## config.mk

```make
export PLATFORM = sky130hd
export DESIGN_NAME = weighted_random_class_picker_top
export DESIGN_NICKNAME = d
export VERILOG_FILES = /design/src/rtl/core/wrcp_pkg.sv /design/src/rtl/core/weighted_random_class_picker_top.sv
export VERILOG_INCLUDE_DIRS = /design/src /design/src/rtl/core
export SDC_FILE = /design/constraint.sdc
export NUM_CORES = 1
export LEC_CHECK = 0
export ABC_AREA = 1
export BUFFER_PORTS_ARGS = -buffer_cell sky130_fd_sc_hd__buf_4
export CAP_MARGIN = 10
export CORE_MARGIN = 4
export CORE_UTILIZATION = 67
export DETAILED_ROUTE_END_ITERATION = 16
export PLACE_DENSITY = 0.85
export SKIP_LAST_GASP = 1
export SLEW_MARGIN = 40
export SYNTH_ARGS = -nofsm -noshare
export SYNTH_HDL_FRONTEND = slang
export SYNTH_SLANG_ARGS = --single-unit
```

## constraint.sdc

```tcl
create_clock -name clock -period 10.5 [get_ports clock]
set_clock_uncertainty 0.2 [all_clocks]
set_input_delay 2.1 -clock clock [delete_from_list [all_inputs] [get_ports clock]]
set_output_delay 2.1 -clock clock [all_outputs]
set_load 0.01 [all_outputs]
```

## src/rtl/core/weighted_random_class_picker_top_defines.svh

```systemverilog
// ----------------------------------------------------------------------------
// Weighted random class picker: assertion macros
// Concurrent assertion helpers, compiled out when SYNTHESIS is defined.
// ----------------------------------------------------------------------------
`ifndef WEIGHTED_RANDOM_CLASS_PICKER_TOP_DEFINES_SVH
`define WEIGHTED_RANDOM_CLASS_PICKER_TOP_DEFINES_SVH

`ifndef SYNTHESIS
`define WRCP_ASSERT_SAME(label, clk, rst, ante, cons) \
   label: assert property (@(posedge clk) disable iff (rst) (ante) |-> (cons)) \
      else $error("assertion failed: same-cycle implication");
`define WRCP_ASSERT_NEXT(label, clk, rst, ante, cons) \
   label: assert property (@(posedge clk) disable iff (rst) (ante) |=> (cons)) \
      else $error("assertion failed: next-cycle implication");
`else
`define WRCP_ASSERT_SAME(label, clk, rst, ante, cons)
`define WRCP_ASSERT_NEXT(label, clk, rst, ante, cons)
`endif

`endif

```

## src/rtl/core/wrcp_pkg.sv

```systemverilog
// ----------------------------------------------------------------------------
// Weighted random class picker package
// Field widths, operation codes and reset constants of the picker.
// ----------------------------------------------------------------------------
`default_nettype none

package wrcp_pkg;

   localparam int OP_BITS     = 2;
   localparam int INDEX_BITS  = 5;
   localparam int VALUE_BITS  = 16;
   localparam int PERIOD_BITS = 16;

   localparam logic [OP_BITS-1:0] OP_WRITE = 2'd0;
   localparam logic [OP_BITS-1:0] OP_CLEAR = 2'd1;
   localparam logic [OP_BITS-1:0] OP_TICK  = 2'd2;

   localparam logic [PERIOD_BITS-1:0] PERIOD_RESET = 16'd500;
   localparam int                     ONE_WEIGHT   = 256;

   typedef logic [OP_BITS-1:0]     op_type;
   typedef logic [PERIOD_BITS-1:0] period_type;

endpackage

`default_nettype wire

```

## src/rtl/core/weighted_random_class_picker_top.sv

```systemverilog
// ----------------------------------------------------------------------------
// Weighted random class picker
// Roulette wheel selection over a table of 8.8 weights, run every period.
// ----------------------------------------------------------------------------
// A weight write or an ignored operation is handled in the idle state; a clear
// writes zero to each entry in turn. A tick that ends a period runs one shared
// adder that totals, scales the draw and scans, and may then wait for the output.
// Synchronous reset clears control state; weights read as their reset values
// through per-entry valid bits, so no clearing pass is needed.
`default_nettype none

module weighted_random_class_picker_top
   import wrcp_pkg::*;
#(
   parameter int NUM_CLASSES = 18,
   parameter int WEIGHT_BITS = 16,
   parameter int RANDOM_BITS = 16
) (
   input  wire logic                   clock,
   input  wire logic                   reset,
   input  wire logic                   req_valid,
   output logic                        req_ready,
   input  wire logic [OP_BITS-1:0]     req_operation,
   input  wire logic [INDEX_BITS-1:0]  req_class_index,
   input  wire logic [VALUE_BITS-1:0]  req_weight_value,
   input  wire logic [VALUE_BITS-1:0]  req_random_value,
   output logic                        rsp_valid,
   input  wire logic                   rsp_ready,
   output logic [INDEX_BITS-1:0]       rsp_new_class,
   input  wire logic                   csr_valid,
   output logic                        csr_ready,
   input  wire logic [PERIOD_BITS-1:0] csr_wdata
);

`include "weighted_random_class_picker_top_defines.svh"

   localparam int IDX_BITS   = $clog2(NUM_CLASSES);
   localparam int TOTAL_BITS = WEIGHT_BITS + IDX_BITS;
   localparam int ACC_BITS   = TOTAL_BITS + 1;
   localparam int BIT_BITS   = $clog2(RANDOM_BITS);

   localparam logic [WEIGHT_BITS-1:0] RESET_WEIGHT = WEIGHT_BITS'(ONE_WEIGHT);
   localparam logic [IDX_BITS-1:0]    LAST_IDX     = IDX_BITS'(NUM_CLASSES - 1);
   localparam logic [BIT_BITS-1:0]    LAST_BIT     = BIT_BITS'(RANDOM_BITS - 1);

   localparam logic [2:0] ST_IDLE   = 3'd0;
   localparam logic [2:0] ST_CLEAR  = 3'd1;
   localparam logic [2:0] ST_SUM    = 3'd2;
   localparam logic [2:0] ST_SCALE  = 3'd3;
   localparam logic [2:0] ST_SCAN   = 3'd4;
   localparam logic [2:0] ST_DECIDE = 3'd5;

   logic [WEIGHT_BITS-1:0] weight_mem [NUM_CLASSES];

   logic [2:0]             state_ff, state_in;
   logic [IDX_BITS-1:0]    cnt_ff, cnt_in;
   logic [BIT_BITS-1:0]    bit_ff, bit_in;
   logic [PERIOD_BITS-1:0] tick_ff, tick_in;
   period_type             period_ff;
   logic [NUM_CLASSES-1:0] valid_ff, valid_in;
   logic                   vld_rd_ff;
   logic [WEIGHT_BITS-1:0] rd_data_ff;
   logic [TOTAL_BITS-1:0]  sum_ff, sum_in;
   logic [TOTAL_BITS-1:0]  acc_ff, acc_in;
   logic [RANDOM_BITS-1:0] rand_ff, rand_in;
   logic [IDX_BITS-1:0]    pick_ff, pick_in;
   logic [IDX_BITS-1:0]    cur_ff, cur_in;
   logic                   rsp_valid_ff, rsp_valid_in;
   logic [INDEX_BITS-1:0]  rsp_class_ff, rsp_class_in;

   logic                   mem_we;
   logic [IDX_BITS-1:0]    mem_waddr;
   logic [WEIGHT_BITS-1:0] mem_wdata;
   logic [IDX_BITS-1:0]    rd_addr;
   logic [WEIGHT_BITS-1:0] w_eff;
   logic [ACC_BITS-1:0]    add_a, add_b, add_sum;
   logic [PERIOD_BITS-1:0] tick_next;
   logic [31:0]            weight_ext, random_ext;
   logic                   req_take, out_free;
   op_type                 req_op;

   assign req_ready     = (state_ff == ST_IDLE);
   assign req_take      = req_valid && req_ready;
   assign req_op        = req_operation;
   assign csr_ready     = 1'b1;
   assign rsp_valid     = rsp_valid_ff;
   assign rsp_new_class = rsp_class_ff;
   assign out_free      = !rsp_valid_ff || rsp_ready;

   assign weight_ext = 32'(req_weight_value);
   assign random_ext = 32'(req_random_value);
   assign tick_next  = tick_ff + 16'd1;
   assign rd_addr    = cnt_in;

   assign w_eff = vld_rd_ff ? rd_data_ff
                : ((cnt_ff == '0) ? RESET_WEIGHT : '0);

   assign add_sum = add_a + add_b;

   always_comb begin
      state_in     = state_ff;
      cnt_in       = '0;
      bit_in       = bit_ff;
      tick_in      = tick_ff;
      valid_in     = valid_ff;
      sum_in       = sum_ff;
      acc_in       = acc_ff;
      rand_in      = rand_ff;
      pick_in      = pick_ff;
      cur_in       = cur_ff;
      rsp_valid_in = rsp_valid_ff && !rsp_ready;
      rsp_class_in = rsp_class_ff;
      mem_we       = 1'b0;
      mem_waddr    = cnt_ff;
      mem_wdata    = '0;
      add_a        = ACC_BITS'(sum_ff);
      add_b        = ACC_BITS'(w_eff);
      case (state_ff)
         ST_IDLE: begin
            if (req_take) begin
               case (req_op)
                  OP_WRITE: begin
                     if (32'(req_class_index) < NUM_CLASSES) begin
                        mem_we    = 1'b1;
                        mem_waddr = IDX_BITS'(req_class_index);
                        mem_wdata = weight_ext[WEIGHT_BITS-1:0];
                     end
                  end
                  OP_CLEAR: begin
                     state_in = ST_CLEAR;
                  end
                  OP_TICK: begin
                     if (tick_next >= period_ff) begin
                        tick_in  = '0;
                        rand_in  = random_ext[RANDOM_BITS-1:0];
                        sum_in   = '0;
                        state_in = ST_SUM;
                     end else begin
                        tick_in = tick_next;
                     end
                  end
                  default: begin
                  end
               endcase
            end
         end
         ST_CLEAR: begin
            mem_we    = 1'b1;
            mem_waddr = cnt_ff;
            mem_wdata = '0;
            if (cnt_ff == LAST_IDX) begin
               state_in = ST_IDLE;
            end else begin
               cnt_in = cnt_ff + 1'b1;
            end
         end
         ST_SUM: begin
            sum_in = add_sum[TOTAL_BITS-1:0];
            if (cnt_ff == LAST_IDX) begin
               acc_in = '0;
               bit_in = '0;
               if (sum_in == '0) begin
                  pick_in  = '0;
                  state_in = ST_DECIDE;
               end else begin
                  state_in = ST_SCALE;
               end
            end else begin
               cnt_in = cnt_ff + 1'b1;
            end
         end
         ST_SCALE: begin
            add_a  = ACC_BITS'(acc_ff);
            add_b  = rand_ff[bit_ff] ? ACC_BITS'(sum_ff) : '0;
            acc_in = add_sum[ACC_BITS-1:1];
            bit_in = bit_ff + 1'b1;
            if (bit_ff == LAST_BIT) begin
               sum_in   = '0;
               state_in = ST_SCAN;
            end
         end
         ST_SCAN: begin
            sum_in = add_sum[TOTAL_BITS-1:0];
            if ((w_eff != '0) && (acc_ff <= sum_in)) begin
               pick_in  = cnt_ff;
               state_in = ST_DECIDE;
            end else if (cnt_ff == LAST_IDX) begin
               pick_in  = '0;
               state_in = ST_DECIDE;
            end else begin
               cnt_in = cnt_ff + 1'b1;
            end
         end
         ST_DECIDE: begin
            if (pick_ff == cur_ff) begin
               state_in = ST_IDLE;
            end else if (out_free) begin
               cur_in       = pick_ff;
               rsp_valid_in = 1'b1;
               rsp_class_in = INDEX_BITS'(pick_ff);
               state_in     = ST_IDLE;
            end
         end
         default: begin
            state_in = ST_IDLE;
         end
      endcase
      if (mem_we) begin
         valid_in[mem_waddr] = 1'b1;
      end
   end

   always_ff @(posedge clock) begin
      if (mem_we) begin
         weight_mem[mem_waddr] <= mem_wdata;
      end
      rd_data_ff <= weight_mem[rd_addr];
   end

   always_ff @(posedge clock) begin
      if (reset) begin
         state_ff     <= ST_IDLE;
         cnt_ff       <= '0;
         bit_ff       <= '0;
         tick_ff      <= '0;
         period_ff    <= PERIOD_RESET;
         valid_ff     <= '0;
         vld_rd_ff    <= 1'b0;
         cur_ff       <= '0;
         rsp_valid_ff <= 1'b0;
      end else begin
         state_ff     <= state_in;
         cnt_ff       <= cnt_in;
         bit_ff       <= bit_in;
         tick_ff      <= tick_in;
         valid_ff     <= valid_in;
         vld_rd_ff    <= valid_ff[rd_addr];
         cur_ff       <= cur_in;
         rsp_valid_ff <= rsp_valid_in;
         if (csr_valid && csr_ready) begin
            period_ff <= csr_wdata;
         end
      end
   end

   always_ff @(posedge clock) begin
      sum_ff       <= sum_in;
      acc_ff       <= acc_in;
      rand_ff      <= rand_in;
      pick_ff      <= pick_in;
      rsp_class_ff <= rsp_class_in;
   end

   `WRCP_ASSERT_SAME(a_idle_cnt_zero, clock, reset, state_ff == ST_IDLE, cnt_ff == '0)
   `WRCP_ASSERT_SAME(a_emit_is_current, clock, reset, $rose(rsp_valid_ff), rsp_class_ff == INDEX_BITS'(cur_ff))
   `WRCP_ASSERT_NEXT(a_decide_waits, clock, reset, (state_ff == ST_DECIDE) && (pick_ff != cur_ff) && rsp_valid_ff && !rsp_ready, state_ff == ST_DECIDE)

endmodule

`default_nettype wire
```

==> results.ini <==
[sta]
hold_violations=0
holdWs_ns=0.267
tightestPinTransition_ns=0.826
rsz0062_at_grt=false
fin_crit_ns=7.57
max_freq_mhz=132
drv_slew=0
period_share_pct=72.1
setup_tns_ns=0
slew_headroom_pct=44.9
setup_violations=0

[min_path]
hp-class=flip-flop to flip-flop
hp-start=valid_ff[6]$_SDFFE_PP0P_

[global_routing]
grt_pass1_vias=17038
grt_start_max_net_pins=108
track_usage_pct=31.6
antenna_found_initial=0
grt_pass1_wl_um=88300
overflow=0

[pwr]
cellPowerDensity_nw_per_um2=182
cellInternalPower_mw=3.09
net-switching-power_mw=1.27
p_sw_share_pct=29.1
total_power_mw=4.36
p_comb_share_pct=18.1
p_leak_nw=10.4
power_frac_clock_pct=36.6
ir_drop_v=0.000180
seq_power_share_pct=45.4

[setup_path]
slowest_delay_ns=0.69
crit_fanout=60
crit_slowest_cell=buf_4
critPathCaptureType=flip-flop
critPathLaunch=state_ff[1]$_SDFFE_PP0P_
critPathRequiredTime_ns=10.77
cp.arrival_ns=7.84
rr_startpoint=state_ff[1]$_SDFFE_PP0P_
worstSetupPathType=flip-flop to flip-flop
cp_common_cell=nand2_1
startpoint_type=flip-flop

[route]
wl_um=56800
drtIter0Drc=2038
first_pass_iters=6
postRouteAntennaNets=0
routedWlPerCell_um=19.7
drc=0
viasPerCell=5.92
route.vias.total=17024

[clock_tree]
numCtsBuffers=45
h-tree-depth=2
cts.path.max_buffers=3
clk_pin_slew_ns=0.06
clkLatencyLatePin_ns=0.59
cts-resized-gates=0
clockRootBuffer=clkbuf_16
tritoncts=done
postCtsHoldBufs=0
postCtsSetupRepairBufs=0
cts_sinks=441

[floorplanning]
fp.dieW_um=187
start_util_pct=68.2
dieHeight_um=187
core_area_um2=31600
die-area_um2=35200
io_pins=68
rows=65

[cells_and_area]
drive_above_1_share_pct=9.14
layoutNonFillerInstCount=2875
layout_commonest_cell=nand2_1
nets=2561
n_antenna_cell=0
synthToLayoutAreaGrowth_pct=11.1
final_cell_mix=524 x nand2_1, 383 x inv_1, 356 x edfxtp_1, 296 x nand3_1, 204 x nor2_1

[synthesis]
synth_cells=2387
synth_cell_types=48
synthArstFlopShare_pct=0
synthesis.nets=2511
yosysWarningCount=0
synth_area_per_cell_um2=9.04
synth-main-ff-cell=edfxtp_1
synth_seq_area_share_pct=57.4
ys_seq_elements=441
synth_edf_count=356
mappedNetlistArea_um2=21600

[placed_design]
dp_hpwl_um=34700
gp_congestion=0.955
port_buffers=66
placedCellCount=2791

[run_status]
status=completed

[job]
drv_cap=0

per-layer routing:
layer | global-route usage (%) | vias to the layer above | wire, um
met3 | 5.83 | 216 | 5440
met4 | 15.5 | 0 | 2960
li1 | - | 7905 | -
met5 | 0 | - | 0
met2 | 53.4 | 930 | 27200
met1 | 39.5 | 7973 | 21200
sequential cells by signal (all words and copies together), names as in the netlist, 3 cells and up:
name	count
weight_mem	288
acc_ff	21
sum_ff	21
valid_ff	18
period_ff	16
rand_ff	16
rd_data_ff	16
tick_ff	16
cnt_ff	5
cur_ff	5
pick_ff	5
rsp_new_class	5
bit_ff	4
state_ff	3
path summary, 6_finish.rpt:
check	end	slack (ns)	cells past startpoint
max	rd_data_ff[7]$_DFF_P_	2.93	34
min	valid_ff[6]$_SDFFE_PP0P_	0.27	2
max reg2reg	rd_data_ff[7]$_DFF_P_	2.93	34
min reg2reg	valid_ff[6]$_SDFFE_PP0P_	0.27	2
cells in the mapped netlist (2+ instances only):
cell type,count,area (um^2)
nand2_1,524,1970
inv_1,384,1440
edfxtp_1,356,10700
nand3_1,296,1480
nor2_1,233,875
a21oi_1,104,521
dfxtp_1,85,1700
o21ai_0,77,385
ha_1,63,788
clkbuf_1,41,154
nand3b_1,37,278
buf_2,34,170
xor2_1,19,166
nor3_1,13,65.1
nand4_1,12,75.1
xnor2_1,10,87.6
buf_4,9,67.6
o21bai_1,9,67.6
a32o_1,8,80.1
inv_2,8,30.0
buf_1,7,26.3
nand2_2,7,43.8
o21ai_1,6,30.0
and2_1,4,25.0
o211ai_1,4,30.0
nor2_4,3,33.8
o32ai_1,3,26.3
or2_2,3,18.8
a21o_1,2,15.0
a22oi_1,2,15.0
buf_6,2,22.5
mux2i_1,2,20.0
nand2_4,2,22.5
nor2_2,2,12.5
o21a_1,2,15.0
o221ai_1,2,17.5
critical path, delay by kind of cell (launching register included):
| family | cells | cell delay, ns |
|---|---|---|
| fa+ha+maj | 2 | 0.69 |
| buf+inv | 7 | 2.29 |
| flops | 1 | 0.37 |
| xor+xnor | 1 | 0.47 |
| simple gates | 19 | 2.43 |
| compound gates | 5 | 0.97 |
final cells by class:
class,instances,area (um^2)
Clock buffer,53,1190
Clock inverter,30,290
Fill cell,2127,7660
Inverter,393,1480
Multi-Input combinational cell,1460,7380
Sequential cell,441,12400
Tap cell,402,503
Timing Repair Buffer,96,746
power groups by stage:
stage / Sequential (mW) / Combinational (mW) / Clock [mW]
6_report: 1.98 / 0.788 / 1.59
3_5_place_dp: 2.01 / 0.769 / 0
2_1_floorplan: 1.98 / 0.573 / 0
5_1_grt: 1.98 / 0.877 / 1.68
3_3_place_gp: 2.01 / 0.743 / 0
4_1_cts: 1.97 / 0.777 / 1.60
cells by family after synthesis:
logic type	synth area share (%)
fa+ha+maj	3.74
buf+inv	8.87
other cells	0.0174
simple gates	22.9
mux	0.0927
compound gates	5.75
xor+xnor	1.18
flops	57.4
stage by stage:
stage               cell area [um^2]  setup WS (ns)  util, %
detailed placement             22500           3.17     71.0
global route                   24000           2.42     75.8
finish                         24000           2.93     75.8
floorplan                      21600           5.53        -
global placement               22400           2.70     70.8
CTS                            23900           3.16     75.7
No activity file was read; power rests on OpenSTA's default activity.
